[src/hdl/mss_pkg.sv]
// ----------------------------------------------------------------------------
// mss_pkg - shared definitions for the seven-segment scanner
// Types, codes, widths and the segment table used across the block.
// ----------------------------------------------------------------------------
package mss_pkg;

  localparam int unsigned DIGIT_COUNT_DEF = 8;
  localparam int unsigned OP_W            = 2;
  localparam int unsigned VALUE_W         = 32;
  localparam int unsigned SEG_W           = 8;
  localparam int unsigned LINES_W         = 3;
  localparam int unsigned CODE_W          = 4;
  localparam int unsigned STEP_W          = $clog2(VALUE_W);

  localparam logic [CODE_W-1:0]  BLANK_CODE = CODE_W'(10);
  localparam logic [CODE_W-1:0]  MAX_DIGIT  = CODE_W'(9);
  localparam logic [CODE_W-1:0]  DD_LIMIT   = CODE_W'(5);
  localparam logic [CODE_W-1:0]  DD_ADJUST  = CODE_W'(3);
  localparam logic [LINES_W-1:0] LINES_RST  = '1;
  localparam logic [STEP_W-1:0]  LAST_STEP  = STEP_W'(VALUE_W - 1);

  typedef enum logic [OP_W-1:0] {
    OP_TICK = 2'd0,
    OP_LOAD = 2'd1,
    OP_FILL = 2'd2
  } op_e;

  typedef enum logic {
    ST_IDLE,
    ST_CONV
  } state_e;

  // controller -> datapath
  typedef struct packed {
    logic tick;
    logic fill;
    logic load_start;
    logic conv_step;
    logic commit;
  } cmd_t;

  // datapath -> controller
  typedef struct packed {
    logic out_full;
    logic conv_last;
  } sts_t;

  function automatic logic [SEG_W-1:0] seg_pattern(input logic [CODE_W-1:0] code);
    logic [SEG_W-1:0] pat;
    case (code)
      4'd0:    pat = 8'h3f;
      4'd1:    pat = 8'h06;
      4'd2:    pat = 8'h5b;
      4'd3:    pat = 8'h4f;
      4'd4:    pat = 8'h66;
      4'd5:    pat = 8'h6d;
      4'd6:    pat = 8'h7d;
      4'd7:    pat = 8'h07;
      4'd8:    pat = 8'h7f;
      4'd9:    pat = 8'h6f;
      default: pat = 8'h00;
    endcase
    return pat;
  endfunction

endpackage

[src/hdl/mss_in_if.sv]
// ----------------------------------------------------------------------------
// mss_in_if - command channel of the scanner
// Valid/ready channel carrying operation and value.
// ----------------------------------------------------------------------------
interface mss_in_if;
  logic                         valid;
  logic                         ready;
  logic [mss_pkg::OP_W-1:0]     operation;
  logic [mss_pkg::VALUE_W-1:0]  value;

  modport source (output valid, output operation, output value, input ready);
  modport sink   (input valid, input operation, input value, output ready);
endinterface

[src/hdl/mss_out_if.sv]
// ----------------------------------------------------------------------------
// mss_out_if - display channel of the scanner
// Valid/ready channel carrying segment pattern and decoder select lines.
// ----------------------------------------------------------------------------
interface mss_out_if;
  logic                         valid;
  logic                         ready;
  logic [mss_pkg::SEG_W-1:0]    segments;
  logic [mss_pkg::LINES_W-1:0]  digit_lines;

  modport source (output valid, output segments, output digit_lines, input ready);
  modport sink   (input valid, input segments, input digit_lines, output ready);
endinterface

[src/hdl/mss_ctrl.sv]
// ----------------------------------------------------------------------------
// mss_ctrl - scanner controller
// Accepts items and sequences the 32-step number conversion.
// ----------------------------------------------------------------------------
module mss_ctrl (
  input  logic                      clk_i,
  input  logic                      rst_ni,
  input  logic                      in_valid_i,
  input  logic [mss_pkg::OP_W-1:0]  in_op_i,
  input  mss_pkg::sts_t             sts_i,
  output logic                      in_ready_o,
  output mss_pkg::cmd_t             cmd_o
);

  mss_pkg::state_e state_q, state_d;
  logic            accept;

  assign in_ready_o = (state_q == mss_pkg::ST_IDLE) && !sts_i.out_full;
  assign accept     = in_valid_i && in_ready_o;

  always_ff @(posedge clk_i or negedge rst_ni) begin
    if (!rst_ni) begin
      state_q <= mss_pkg::ST_IDLE;
    end else begin
      state_q <= state_d;
    end
  end

  always_comb begin
    state_d = state_q;
    case (state_q)
      mss_pkg::ST_IDLE: begin
        if (accept && (mss_pkg::op_e'(in_op_i) == mss_pkg::OP_LOAD)) begin
          state_d = mss_pkg::ST_CONV;
        end
      end
      mss_pkg::ST_CONV: begin
        if (sts_i.conv_last) begin
          state_d = mss_pkg::ST_IDLE;
        end
      end
      default: state_d = mss_pkg::ST_IDLE;
    endcase
  end

  always_comb begin
    cmd_o = '0;
    case (state_q)
      mss_pkg::ST_IDLE: begin
        if (accept) begin
          case (mss_pkg::op_e'(in_op_i))
            mss_pkg::OP_TICK: cmd_o.tick       = 1'b1;
            mss_pkg::OP_LOAD: cmd_o.load_start = 1'b1;
            mss_pkg::OP_FILL: cmd_o.fill       = 1'b1;
            default:          cmd_o            = '0; // unused code: dropped
          endcase
        end
      end
      mss_pkg::ST_CONV: begin
        cmd_o.conv_step = 1'b1;
        cmd_o.commit    = sts_i.conv_last;
      end
      default: cmd_o = '0;
    endcase
  end

endmodule

[src/hdl/mss_dpath.sv]
// ----------------------------------------------------------------------------
// mss_dpath - scanner datapath
// Digit store, scan index, double-dabble converter and output register.
// ----------------------------------------------------------------------------
module mss_dpath #(
  parameter int unsigned DIGIT_COUNT = mss_pkg::DIGIT_COUNT_DEF
) (
  input  logic                         clk_i,
  input  logic                         rst_ni,
  input  logic                         cfg_we_i,
  input  logic                         cfg_wdata_i,
  input  logic [mss_pkg::VALUE_W-1:0]  value_i,
  input  mss_pkg::cmd_t                cmd_i,
  output mss_pkg::sts_t                sts_o,
  mss_out_if.source                    out_o
);

  localparam int unsigned IDX_W = (DIGIT_COUNT > 1) ? $clog2(DIGIT_COUNT) : 1;
  localparam int unsigned BCD_W = DIGIT_COUNT * mss_pkg::CODE_W;
  localparam logic [IDX_W-1:0] IDX_LAST = IDX_W'(DIGIT_COUNT - 1);

  logic [mss_pkg::CODE_W-1:0]  digit_q [DIGIT_COUNT];
  logic [IDX_W-1:0]            idx_q;
  logic [mss_pkg::LINES_W-1:0] sel_q;
  logic                        enable_q;
  logic [BCD_W-1:0]            bcd_q, bcd_d, adj;
  logic [mss_pkg::VALUE_W-1:0] bin_q;
  logic [mss_pkg::STEP_W-1:0]  step_q;
  logic                        out_valid_q;
  logic [mss_pkg::SEG_W-1:0]   seg_q;
  logic [mss_pkg::LINES_W-1:0] lines_q;
  logic [IDX_W+2:0]            idx_ext;
  logic [mss_pkg::LINES_W-1:0] lines_now;
  logic [mss_pkg::CODE_W-1:0]  fill_code;

  // one double-dabble step: add three to every digit of five or more, then shift
  always_comb begin
    for (int d = 0; d < DIGIT_COUNT; d++) begin
      if (bcd_q[d*mss_pkg::CODE_W +: mss_pkg::CODE_W] >= mss_pkg::DD_LIMIT) begin
        adj[d*mss_pkg::CODE_W +: mss_pkg::CODE_W] =
          bcd_q[d*mss_pkg::CODE_W +: mss_pkg::CODE_W] + mss_pkg::DD_ADJUST;
      end else begin
        adj[d*mss_pkg::CODE_W +: mss_pkg::CODE_W] =
          bcd_q[d*mss_pkg::CODE_W +: mss_pkg::CODE_W];
      end
    end
    bcd_d = {adj[BCD_W-2:0], bin_q[mss_pkg::VALUE_W-1]};
  end

  assign idx_ext   = {3'b000, idx_q};
  assign lines_now = ~idx_ext[mss_pkg::LINES_W-1:0];
  assign fill_code = (value_i > 32'(mss_pkg::MAX_DIGIT)) ? mss_pkg::BLANK_CODE
                                                         : value_i[mss_pkg::CODE_W-1:0];

  assign sts_o.out_full  = out_valid_q && !out_o.ready;
  assign sts_o.conv_last = (step_q == mss_pkg::LAST_STEP);

  assign out_o.valid       = out_valid_q;
  assign out_o.segments    = seg_q;
  assign out_o.digit_lines = lines_q;

  // control state and digit store
  always_ff @(posedge clk_i or negedge rst_ni) begin
    if (!rst_ni) begin
      for (int i = 0; i < DIGIT_COUNT; i++) begin
        digit_q[i] <= mss_pkg::BLANK_CODE;
      end
      idx_q       <= '0;
      sel_q       <= mss_pkg::LINES_RST;
      enable_q    <= 1'b1;
      step_q      <= '0;
      out_valid_q <= 1'b0;
    end else begin
      if (cfg_we_i) begin
        enable_q <= cfg_wdata_i;
      end
      if (cmd_i.tick) begin
        out_valid_q <= 1'b1;
      end else if (out_o.ready) begin
        out_valid_q <= 1'b0;
      end
      if (cmd_i.tick && enable_q) begin
        sel_q <= lines_now;
        idx_q <= (idx_q == IDX_LAST) ? '0 : idx_q + 1'b1;
      end
      if (cmd_i.load_start) begin
        step_q <= '0;
      end else if (cmd_i.conv_step) begin
        step_q <= step_q + 1'b1;
      end
      if (cmd_i.fill) begin
        for (int i = 0; i < DIGIT_COUNT; i++) begin
          digit_q[i] <= fill_code;
        end
      end else if (cmd_i.commit) begin
        // least significant digit goes to the last position
        for (int i = 0; i < DIGIT_COUNT; i++) begin
          digit_q[i] <= bcd_d[(DIGIT_COUNT-1-i)*mss_pkg::CODE_W +: mss_pkg::CODE_W];
        end
      end
    end
  end

  // payload registers
  always_ff @(posedge clk_i) begin
    if (cmd_i.load_start) begin
      bcd_q <= '0;
      bin_q <= value_i;
    end else if (cmd_i.conv_step) begin
      bcd_q <= bcd_d;
      bin_q <= {bin_q[mss_pkg::VALUE_W-2:0], 1'b0};
    end
    if (cmd_i.tick) begin
      if (enable_q) begin
        seg_q   <= mss_pkg::seg_pattern(digit_q[idx_q]);
        lines_q <= lines_now;
      end else begin
        seg_q   <= '0;
        lines_q <= sel_q;
      end
    end
  end

endmodule

[src/hdl/multiplexed_seven_segment_scanner.sv]
// ----------------------------------------------------------------------------
// multiplexed_seven_segment_scanner - multiplexed seven-segment display driver
// Holds DIGIT_COUNT digit codes and scans them onto a shared segment bus.
// ----------------------------------------------------------------------------
// Usage:
//   in_i  : command items (operation, value). Tick, load number, fill digits.
//   out_o : one item per tick: segment pattern and decoder select lines.
//   cfg   : cfg_we_i/cfg_wdata_i write display_enable; write only when idle.
// Timing:
//   A tick is taken and its item sits in the output register the cycle
//   after. A load takes the item, then runs 32 double-dabble steps (one
//   per binary bit of value) in the converter, the last step writing the
//   digit store. No new item is taken while the converter loop runs.
// Stalls:
//   A finished tick item waits in the output register; the block takes a new
//   item in the cycle that item leaves, and is held off while it is stalled.
// Reset:
//   All digits blank, scan index 0, select lines 7, display enabled, output
//   register empty.
// ----------------------------------------------------------------------------
module multiplexed_seven_segment_scanner #(
  parameter int unsigned DIGIT_COUNT = mss_pkg::DIGIT_COUNT_DEF
) (
  input  logic       clk_i,
  input  logic       rst_ni,
  input  logic       cfg_we_i,
  input  logic       cfg_wdata_i,
  mss_in_if.sink     in_i,
  mss_out_if.source  out_o
);

  mss_pkg::cmd_t cmd;
  mss_pkg::sts_t sts;
  logic          in_ready;

  assign in_i.ready = in_ready;

  // sequencing: accepts items, runs the conversion loop
  mss_ctrl u_ctrl (
    .clk_i      (clk_i),
    .rst_ni     (rst_ni),
    .in_valid_i (in_i.valid),
    .in_op_i    (in_i.operation),
    .sts_i      (sts),
    .in_ready_o (in_ready),
    .cmd_o      (cmd)
  );

  // storage, converter and output register
  mss_dpath #(
    .DIGIT_COUNT (DIGIT_COUNT)
  ) u_dpath (
    .clk_i       (clk_i),
    .rst_ni      (rst_ni),
    .cfg_we_i    (cfg_we_i),
    .cfg_wdata_i (cfg_wdata_i),
    .value_i     (in_i.value),
    .cmd_i       (cmd),
    .sts_o       (sts),
    .out_o       (out_o)
  );

endmodule
[src/flat_wrapper.sv]
// flat-port wrapper written by rule: the top's interface ports become plain ports
module multiplexed_seven_segment_scanner_flat 
#(
  parameter int unsigned DIGIT_COUNT = mss_pkg::DIGIT_COUNT_DEF
)
  (clk_i, rst_ni, cfg_we_i, cfg_wdata_i, in_i_valid, in_i_operation, in_i_value, in_i_ready, out_o_valid, out_o_segments, out_o_digit_lines, out_o_ready);
  mss_in_if in_i_i ();
  mss_out_if out_o_i ();
  input  logic clk_i;
  input  logic rst_ni;
  input  logic cfg_we_i;
  input  logic cfg_wdata_i;
  input wire logic [$bits(in_i_i.valid)-1:0] in_i_valid;
  input wire logic [$bits(in_i_i.operation)-1:0] in_i_operation;
  input wire logic [$bits(in_i_i.value)-1:0] in_i_value;
  output wire logic [$bits(in_i_i.ready)-1:0] in_i_ready;
  output wire logic [$bits(out_o_i.valid)-1:0] out_o_valid;
  output wire logic [$bits(out_o_i.segments)-1:0] out_o_segments;
  output wire logic [$bits(out_o_i.digit_lines)-1:0] out_o_digit_lines;
  input wire logic [$bits(out_o_i.ready)-1:0] out_o_ready;
  assign in_i_i.valid = in_i_valid;
  assign in_i_i.operation = in_i_operation;
  assign in_i_i.value = in_i_value;
  assign in_i_ready = in_i_i.ready;
  assign out_o_valid = out_o_i.valid;
  assign out_o_segments = out_o_i.segments;
  assign out_o_digit_lines = out_o_i.digit_lines;
  assign out_o_i.ready = out_o_ready;
  multiplexed_seven_segment_scanner #(.DIGIT_COUNT(DIGIT_COUNT)) u_core (.clk_i(clk_i), .rst_ni(rst_ni), .cfg_we_i(cfg_we_i), .cfg_wdata_i(cfg_wdata_i), .in_i(in_i_i), .out_o(out_o_i));
endmodule
[config.mk]
export PLATFORM = sky130hd
export DESIGN_NAME = multiplexed_seven_segment_scanner_flat
export DESIGN_NICKNAME = d
export VERILOG_FILES = /design/src/hdl/mss_pkg.sv /design/src/hdl/mss_in_if.sv /design/src/hdl/mss_out_if.sv /design/src/hdl/mss_ctrl.sv /design/src/hdl/mss_dpath.sv /design/src/hdl/multiplexed_seven_segment_scanner.sv /design/src/flat_wrapper.sv
export SDC_FILE = /design/constraint.sdc
export NUM_CORES = 1
export LEC_CHECK = 0
export ABC_CLOCK_PERIOD_IN_PS = 4400
export BUFFER_PORTS_ARGS = -buffer_cell sky130_fd_sc_hd__buf_2
export CAP_MARGIN = 20
export CORE_MARGIN = 8
export CORE_UTILIZATION = 30
export CTS_CLUSTER_DIAMETER = 30
export DETAILED_ROUTE_END_ITERATION = 8
export SYNTH_ARGS = -nofsm -noshare
export SYNTH_HDL_FRONTEND = slang
export SYNTH_SLANG_ARGS = --single-unit
[constraint.sdc]
create_clock -name clk_i -period 4.4 [get_ports clk_i]
set_clock_uncertainty 0.15 [all_clocks]
set_input_delay 0 -clock clk_i [delete_from_list [all_inputs] [get_ports clk_i]]
set_output_delay 0 -clock clk_i [all_outputs]
set_load 0.005 [all_outputs]
==> impl_metrics.ini, run 1 <==
[timing]
min_period_ps = 2890
report.final.slew_viol_count = 0
worstMarginPinSlew_ps = 775
rsz0062_at_grt = false
timing.hold.ws_ps = 11.9
relSlewSlack = 0.483
setup_viol = 0
fin_crit_sh = 0.657
fin_ws_ps = 1510
timing.fmax_mhz = 346
tns_ps = 0
hold_viol = 0

[synthesis]
async_flop_share = 0.383
netlist_instances = 533
synth.distinct_cells = 47
synthTopCellsByArea = edfxtp_1 (21%), dfrtp_1 (11%), dfxtp_1 (11%)
yosys.area.top_type = edfxtp_1
synth_edf_count = 42
ys_seq_elements = 120
synth_nets = 599
synth_top_area_frac = 0.208
seq_area_frac_synth = 0.508
yosysWarningCount = 0
syn_area_mm2 = 0.00606
ys.flop_type = edfxtp_1
avgSynthCellArea_um2 = 11.4

[cells_and_area]
layout_common_cells = nor2_1 (57), buf_2 (51), edfxtp_1 (42), dlygate4sd3_1 (39), mux2_2 (33)
drive_above_1_share = 0.232
final-instance-count-excl-fill = 903
fin_area_mm2 = 0.00755
syn_to_final_growth_pct = 24.6
fin_util = 0.377
final_common_cell = nor2_1
fin_nets = 686
diodes = 0
fillers = 1958

[die]
start_util = 0.303
core_area_mm2 = 0.0200
die_y_um = 158
rows = 52
fp.dieW_um = 158
io_pins = 53
dieArea_mm2 = 0.0250

[critical_path]
cp_max_fo = 58
path_delay_family = simple AND/OR/NAND/NOR gates
crit_path_cell_trace = buf_4, nand2_1, nand2b_1, o21ai_2, o22a_1
endpoint_kind = flop
crit_required_ps = 4530
cpPeakStageDelay_ps = 650
arrival_ps = 3030
reg2reg_slack_ps = 1510
slowest_stage = nand2b_1
crit_buf_inv = 1
path_class = reg -> reg
crit_path_start_kind = flop

[cts]
cts_buffers = 17
cts_setup_buffers = 0
clock_latency_ps = 410
htree_levels = 4
cts_tree = done
cts.path.max_buffers = 2
numClockSinks = 120
post_cts_resized = 0
cts_root_buf = clkbuf_16
path_clk_slew_ps = 60

[power_and_ir_drop]
p_leak_nw = 3.06
p_per_area_mw_per_mm2 = 741
power.total_mw = 5.60
irDropWorstVdd_uv = 403

[run]
maxCapViolations = 0

[placement]
placed_cells = 831
pre_cts_ws_ps = 1570
postPlaceCellArea_mm2 = 0.00658
io_buffers = 51
dpl.hpwl_um = 9450
gp_congestion = 0.837

[detailed_routing]
dr_total_vias = 4261
routed_wl_um = 13500
via_per_inst = 4.72
routedWlPerCell_um = 14.9
drt_iter0_markers = 251
ant_nets = 0
drc = 0
drtPass1Iterations = 5

[global_route]
grt_pass1_wl_um = 22400
grt_pass1_vias = 4410
antenna_found_initial = 0
grt_max_degree = 59
overflow = 0
track_usage = 0.115

[min_path]
hold_class = in -> reg

[run_status]
status = completed
worst paths after layout:
kind / startpoint / end / depth (start not counted)
worst max-delay path: u_core.u_ctrl.state_q$_DFF_PN0_ / u_core.u_dpath.digit_q[2]$_DFFE_PN0P_ / 5
worst min-delay path: in_i_operation[1] / u_core.u_dpath.digit_q[24]$_DFFE_PN0P_ / 5
worst max register to register: u_core.u_ctrl.state_q$_DFF_PN0_ / u_core.u_dpath.digit_q[2]$_DFFE_PN0P_ / 5
worst min register to register: u_core.u_dpath.sel_q[0]$_DFFE_PN1P_ / u_core.u_dpath.sel_q[0]$_DFFE_PN1P_ / 2
max in group asynchronous: rst_ni / u_core.u_dpath.digit_q[21]$_DFFE_PN1P_ / 4
min in group asynchronous: rst_ni / u_core.u_dpath.step_q[0]$_DFFE_PN0P_ / 3
cells by family after synthesis:
group / after synthesis / synth area share
flip-flops: 120 / 0.508
buffers and inverters: 52 / 0.0359
AND/OR/NAND/NOR: 158 / 0.135
adder cells (fa/ha/maj): 26 / 0.0537
other: 1 / 0.000619
AO/OA/AOI/OAI: 92 / 0.0999
XOR/XNOR: 12 / 0.0173
multiplexers: 72 / 0.150
worst reg2reg max path: cells and delay by family, from the launching register on:
kind	cells	cell delay, ps
compound gates	2	520
buf+inv	1	610
flops	1	430
simple gates	2	1060
cell type report:
cell class	instances	area (um^2)	share of cell area
inverter	24	90.1	0.0119
clock buffer	18	429	0.0568
timing repair buffer	96	703	0.0931
tap	270	338	0.0447
sequential	120	3080	0.408
clock inverter	14	134	0.0177
multi-input combinational	361	2780	0.368
registers in the layout (all words and copies together) (netlist names):
signal and count:
u_core.u_dpath.idx_q 3, u_core.u_dpath.out_o.valid 1, u_core.u_dpath.digit_q 32, u_core.u_dpath.out_o.digit_lines 3, u_core.u_dpath.bcd_q 32, u_core.u_dpath.sel_q 3
u_core.u_dpath.bin_q 32, u_core.u_ctrl.state_q 1, u_core.u_dpath.step_q 5, u_core.u_dpath.out_o.segments 7, u_core.u_dpath.enable_q 1
cell usage after synthesis, types with 2 or more instances:
| cell | number |
|---|---|
| nor2_1 | 57 |
| edfxtp_1 | 42 |
| mux2_2 | 33 |
| dfxtp_1 | 32 |
| mux2i_1 | 28 |
| a21oi_1 | 26 |
| dfrtp_1 | 26 |
| ha_1 | 26 |
| nor3_1 | 25 |
| inv_1 | 24 |
| a211oi_1 | 23 |
| dfstp_2 | 20 |
| o21ai_0 | 18 |
| nand2_1 | 17 |
| o22a_1 | 16 |
| nor3b_1 | 15 |
| clkbuf_1 | 13 |
| nand2b_1 | 12 |
| nor2b_1 | 11 |
| xnor2_1 | 10 |
| buf_2 | 9 |
| mux4_1 | 8 |
| nor4_1 | 6 |
| buf_1 | 4 |
| a21o_1 | 2 |
| and2_1 | 2 |
| mux2_1 | 2 |
| nand4_1 | 2 |
| o21ai_2 | 2 |
| o32ai_1 | 2 |
| or2_2 | 2 |
| or4_1 | 2 |
| xor2_1 | 2 |
per-layer routing:
| metal | part of all wire | GRT usage | up-vias |
|---|---|---|---|
| met1 | 0.45 | 0.142 | 2064 |
| met5 | 0 | 0 | - |
| met4 | 0.011 | 0.0427 | 0 |
| met3 | 0.038 | 0.0325 | 8 |
| met2 | 0.50 | 0.188 | 77 |
| li1 | - | - | 2112 |
power by group:
part           leakage, nW  switching (mW)  internal [mW]  total (mW)
Sequential            1.20           0.363           1.79        2.16
Combinational         1.59            1.10           1.02        2.12
Clock                0.266           0.496          0.825        1.32
repair_timing:
| item | in CTS | in global routing |
|---|---|---|
| setup endpoints to repair | 0 | 0 |
| endpoints found under the hold margin | 84 | 5 |
| hold buffers | 38 | 1 |
(Power assumes the default switching activity.)
==> inputs of run 2 (changes only) <==
--- a/config.mk
+++ b/config.mk
@@ -5,7 +5,7 @@
 export SDC_FILE = /design/constraint.sdc
 export NUM_CORES = 1
 export LEC_CHECK = 0
-export ABC_CLOCK_PERIOD_IN_PS = 4400
+export ABC_CLOCK_PERIOD_IN_PS = 3000
 export BUFFER_PORTS_ARGS = -buffer_cell sky130_fd_sc_hd__buf_2
 export CAP_MARGIN = 20
 export CORE_MARGIN = 8
==> constraint.sdc (replaced) <==
create_clock -name clk_i -period 3 [get_ports clk_i]
set_clock_uncertainty 0.15 [all_clocks]
set_input_delay 0 -clock clk_i [delete_from_list [all_inputs] [get_ports clk_i]]
set_output_delay 0 -clock clk_i [all_outputs]
set_load 0.005 [all_outputs]
==> impl_metrics.ini, run 2 (same netlist as run 1, synthesis figures left out) <==
[global_route]
overflow = 0
grt_pass1_wl_um = 22000
antenna_found_initial = 0
grt_max_degree = 55
track_usage = 0.113
grt_pass1_vias = 4412

[power_and_ir_drop]
p_per_area_mw_per_mm2 = 1080
p_leak_nw = 3.09
irDropWorstVdd_uv = 554
power.total_mw = 8.21

[die]
rows = 52
start_util = 0.303
core_area_mm2 = 0.0200
io_pins = 53
dieArea_mm2 = 0.0250
fp.dieW_um = 158
die_y_um = 158

[cts]
cts_buffers = 17
htree_levels = 4
cts_tree = done
cts.path.max_buffers = 2
cts_setup_buffers = 0
clock_latency_ps = 410
numClockSinks = 120
cts_root_buf = clkbuf_16
path_clk_slew_ps = 50

[timing]
worstMarginPinSlew_ps = 705
timing.fmax_mhz = 376
setup_viol = 0
hold_viol = 0
report.final.slew_viol_count = 0
tns_ps = 0
fin_crit_sh = 0.888
rsz0062_at_grt = false
relSlewSlack = 0.528
min_period_ps = 2660
timing.hold.ws_ps = 57.4

[critical_path]
arrival_ps = 2730
path_class = reg -> reg
endpoint_kind = flop
cp_max_fo = 13
crit_path_start_kind = flop
crit_required_ps = 3070

[detailed_routing]
routed_wl_um = 13400
via_per_inst = 4.76
drt_iter0_markers = 225
ant_nets = 0
routedWlPerCell_um = 14.8
drtPass1Iterations = 4
drc = 0
dr_total_vias = 4315

[cells_and_area]
diodes = 0
fillers = 1929
multi_input_area_mm2 = 0.00278
drive_above_1_share = 0.237
syn_to_final_growth_pct = 25.5
final_common_cell = nor2_1
fin_nets = 689
regArea_mm2 = 0.00308
layout_common_cells = nor2_1 (57), buf_2 (51), edfxtp_1 (42), dlygate4sd3_1 (37), mux2_2 (33)
largestRegisters = u_core.u_dpath.bcd_q: 32 flops, u_core.u_dpath.bin_q: 32 flops, u_core.u_dpath.digit_q: 32 flops
fin_util = 0.380

[min_path]
hold_class = in -> reg

[run_status]
status = completed

[placement]
io_buffers = 51
dpl.hpwl_um = 9310
gp_congestion = 0.834

[run]
maxCapViolations = 0
-- run 2: changes by cell type in the layout (fill, tap and decap cells not counted), sizes merged --
cell | previous run | this run
clkbuf | 18 | 22
dlygate4sd3 | 39 | 37
buf | 57 | 62
clkinv | 8 | 5
bufinv | 2 | 3
inv | 25 | 24
clkinvlp | 3 | 2
-- run 2: per-stage QoR --
step / cells / area, um^2 / setup slack, ps
4_1_cts: 904 / 7580 / 327
2_1_floorplan: 533 / 6060 / 391
3_5_place_dp: 836 / 6640 / 354
6_report: 906 / 7610 / 337
3_3_place_gp: 836 / 6640 / 485
5_1_grt: 906 / 7610 / 107
-- run 2: timing repair --
| action | in CTS | in global routing |
|---|---|---|
| setup endpoints to repair | 0 | 0 |
| hold endpoints to repair | 77 | 4 |
| gates resized for setup | 0 | 0 |
| hold buffers | 36 | 1 |
-- run 2: worst max-delay path: stages, from the launching register on --
cell	delay, ps
dfrtp_1	630
mux4_1	610
mux2i_1	400
inv_1	140
ha_1	240
o32ai_1	290
-- run 2: final timing paths --
kind / from / end / slack, ps / cells after the start
hold reg to reg: u_core.u_dpath.sel_q[1]$_DFFE_PN1P_ / u_core.u_dpath.sel_q[1]$_DFFE_PN1P_ / 330 / 2
setup / recovery: u_core.u_dpath.idx_q[0]$_DFFE_PN0P_ / u_core.u_dpath.out_o.segments[5]$_SDFFCE_PN0P_ / 340 / 5
setup reg to reg: u_core.u_dpath.idx_q[0]$_DFFE_PN0P_ / u_core.u_dpath.out_o.segments[5]$_SDFFCE_PN0P_ / 340 / 5
hold / removal: in_i_operation[0] / u_core.u_dpath.out_o.segments[4]$_SDFFCE_PN0P_ / 60 / 3
max in group asynchronous: rst_ni / u_core.u_dpath.sel_q[2]$_DFFE_PN1P_ / 1830 / 4
min in group asynchronous: rst_ni / u_core.u_dpath.step_q[2]$_DFFE_PN0P_ / 360 / 3
-- run 2: final cells by class --
cell class,instances,share of cell area
Clock buffer,22,0.0584
Inverter,24,0.0118
Tap cell,270,0.0444
Clock inverter,10,0.0169
Multi-Input combinational cell,361,0.366
Timing Repair Buffer,99,0.0980
Sequential cell,120,0.405
-- run 2: routing by layer --
layer | track usage | up-vias | wire length, um
li1 | - | 2131 | -
met1 | 0.137 | 2097 | 6200
met2 | 0.184 | 75 | 6380
met3 | 0.0303 | 12 | 559
met4 | 0.0498 | 0 | 221
met5 | 0 | - | 0
-- run 2: where the power goes --
| group | total [mW] | internal (mW) | switching [mW] | leakage, nW |
|---|---|---|---|---|
| Sequential | 3.18 | 2.63 | 0.554 | 1.20 |
| Clock | 1.99 | 1.29 | 0.697 | 0.275 |
| Combinational | 3.04 | 1.52 | 1.52 | 1.61 |
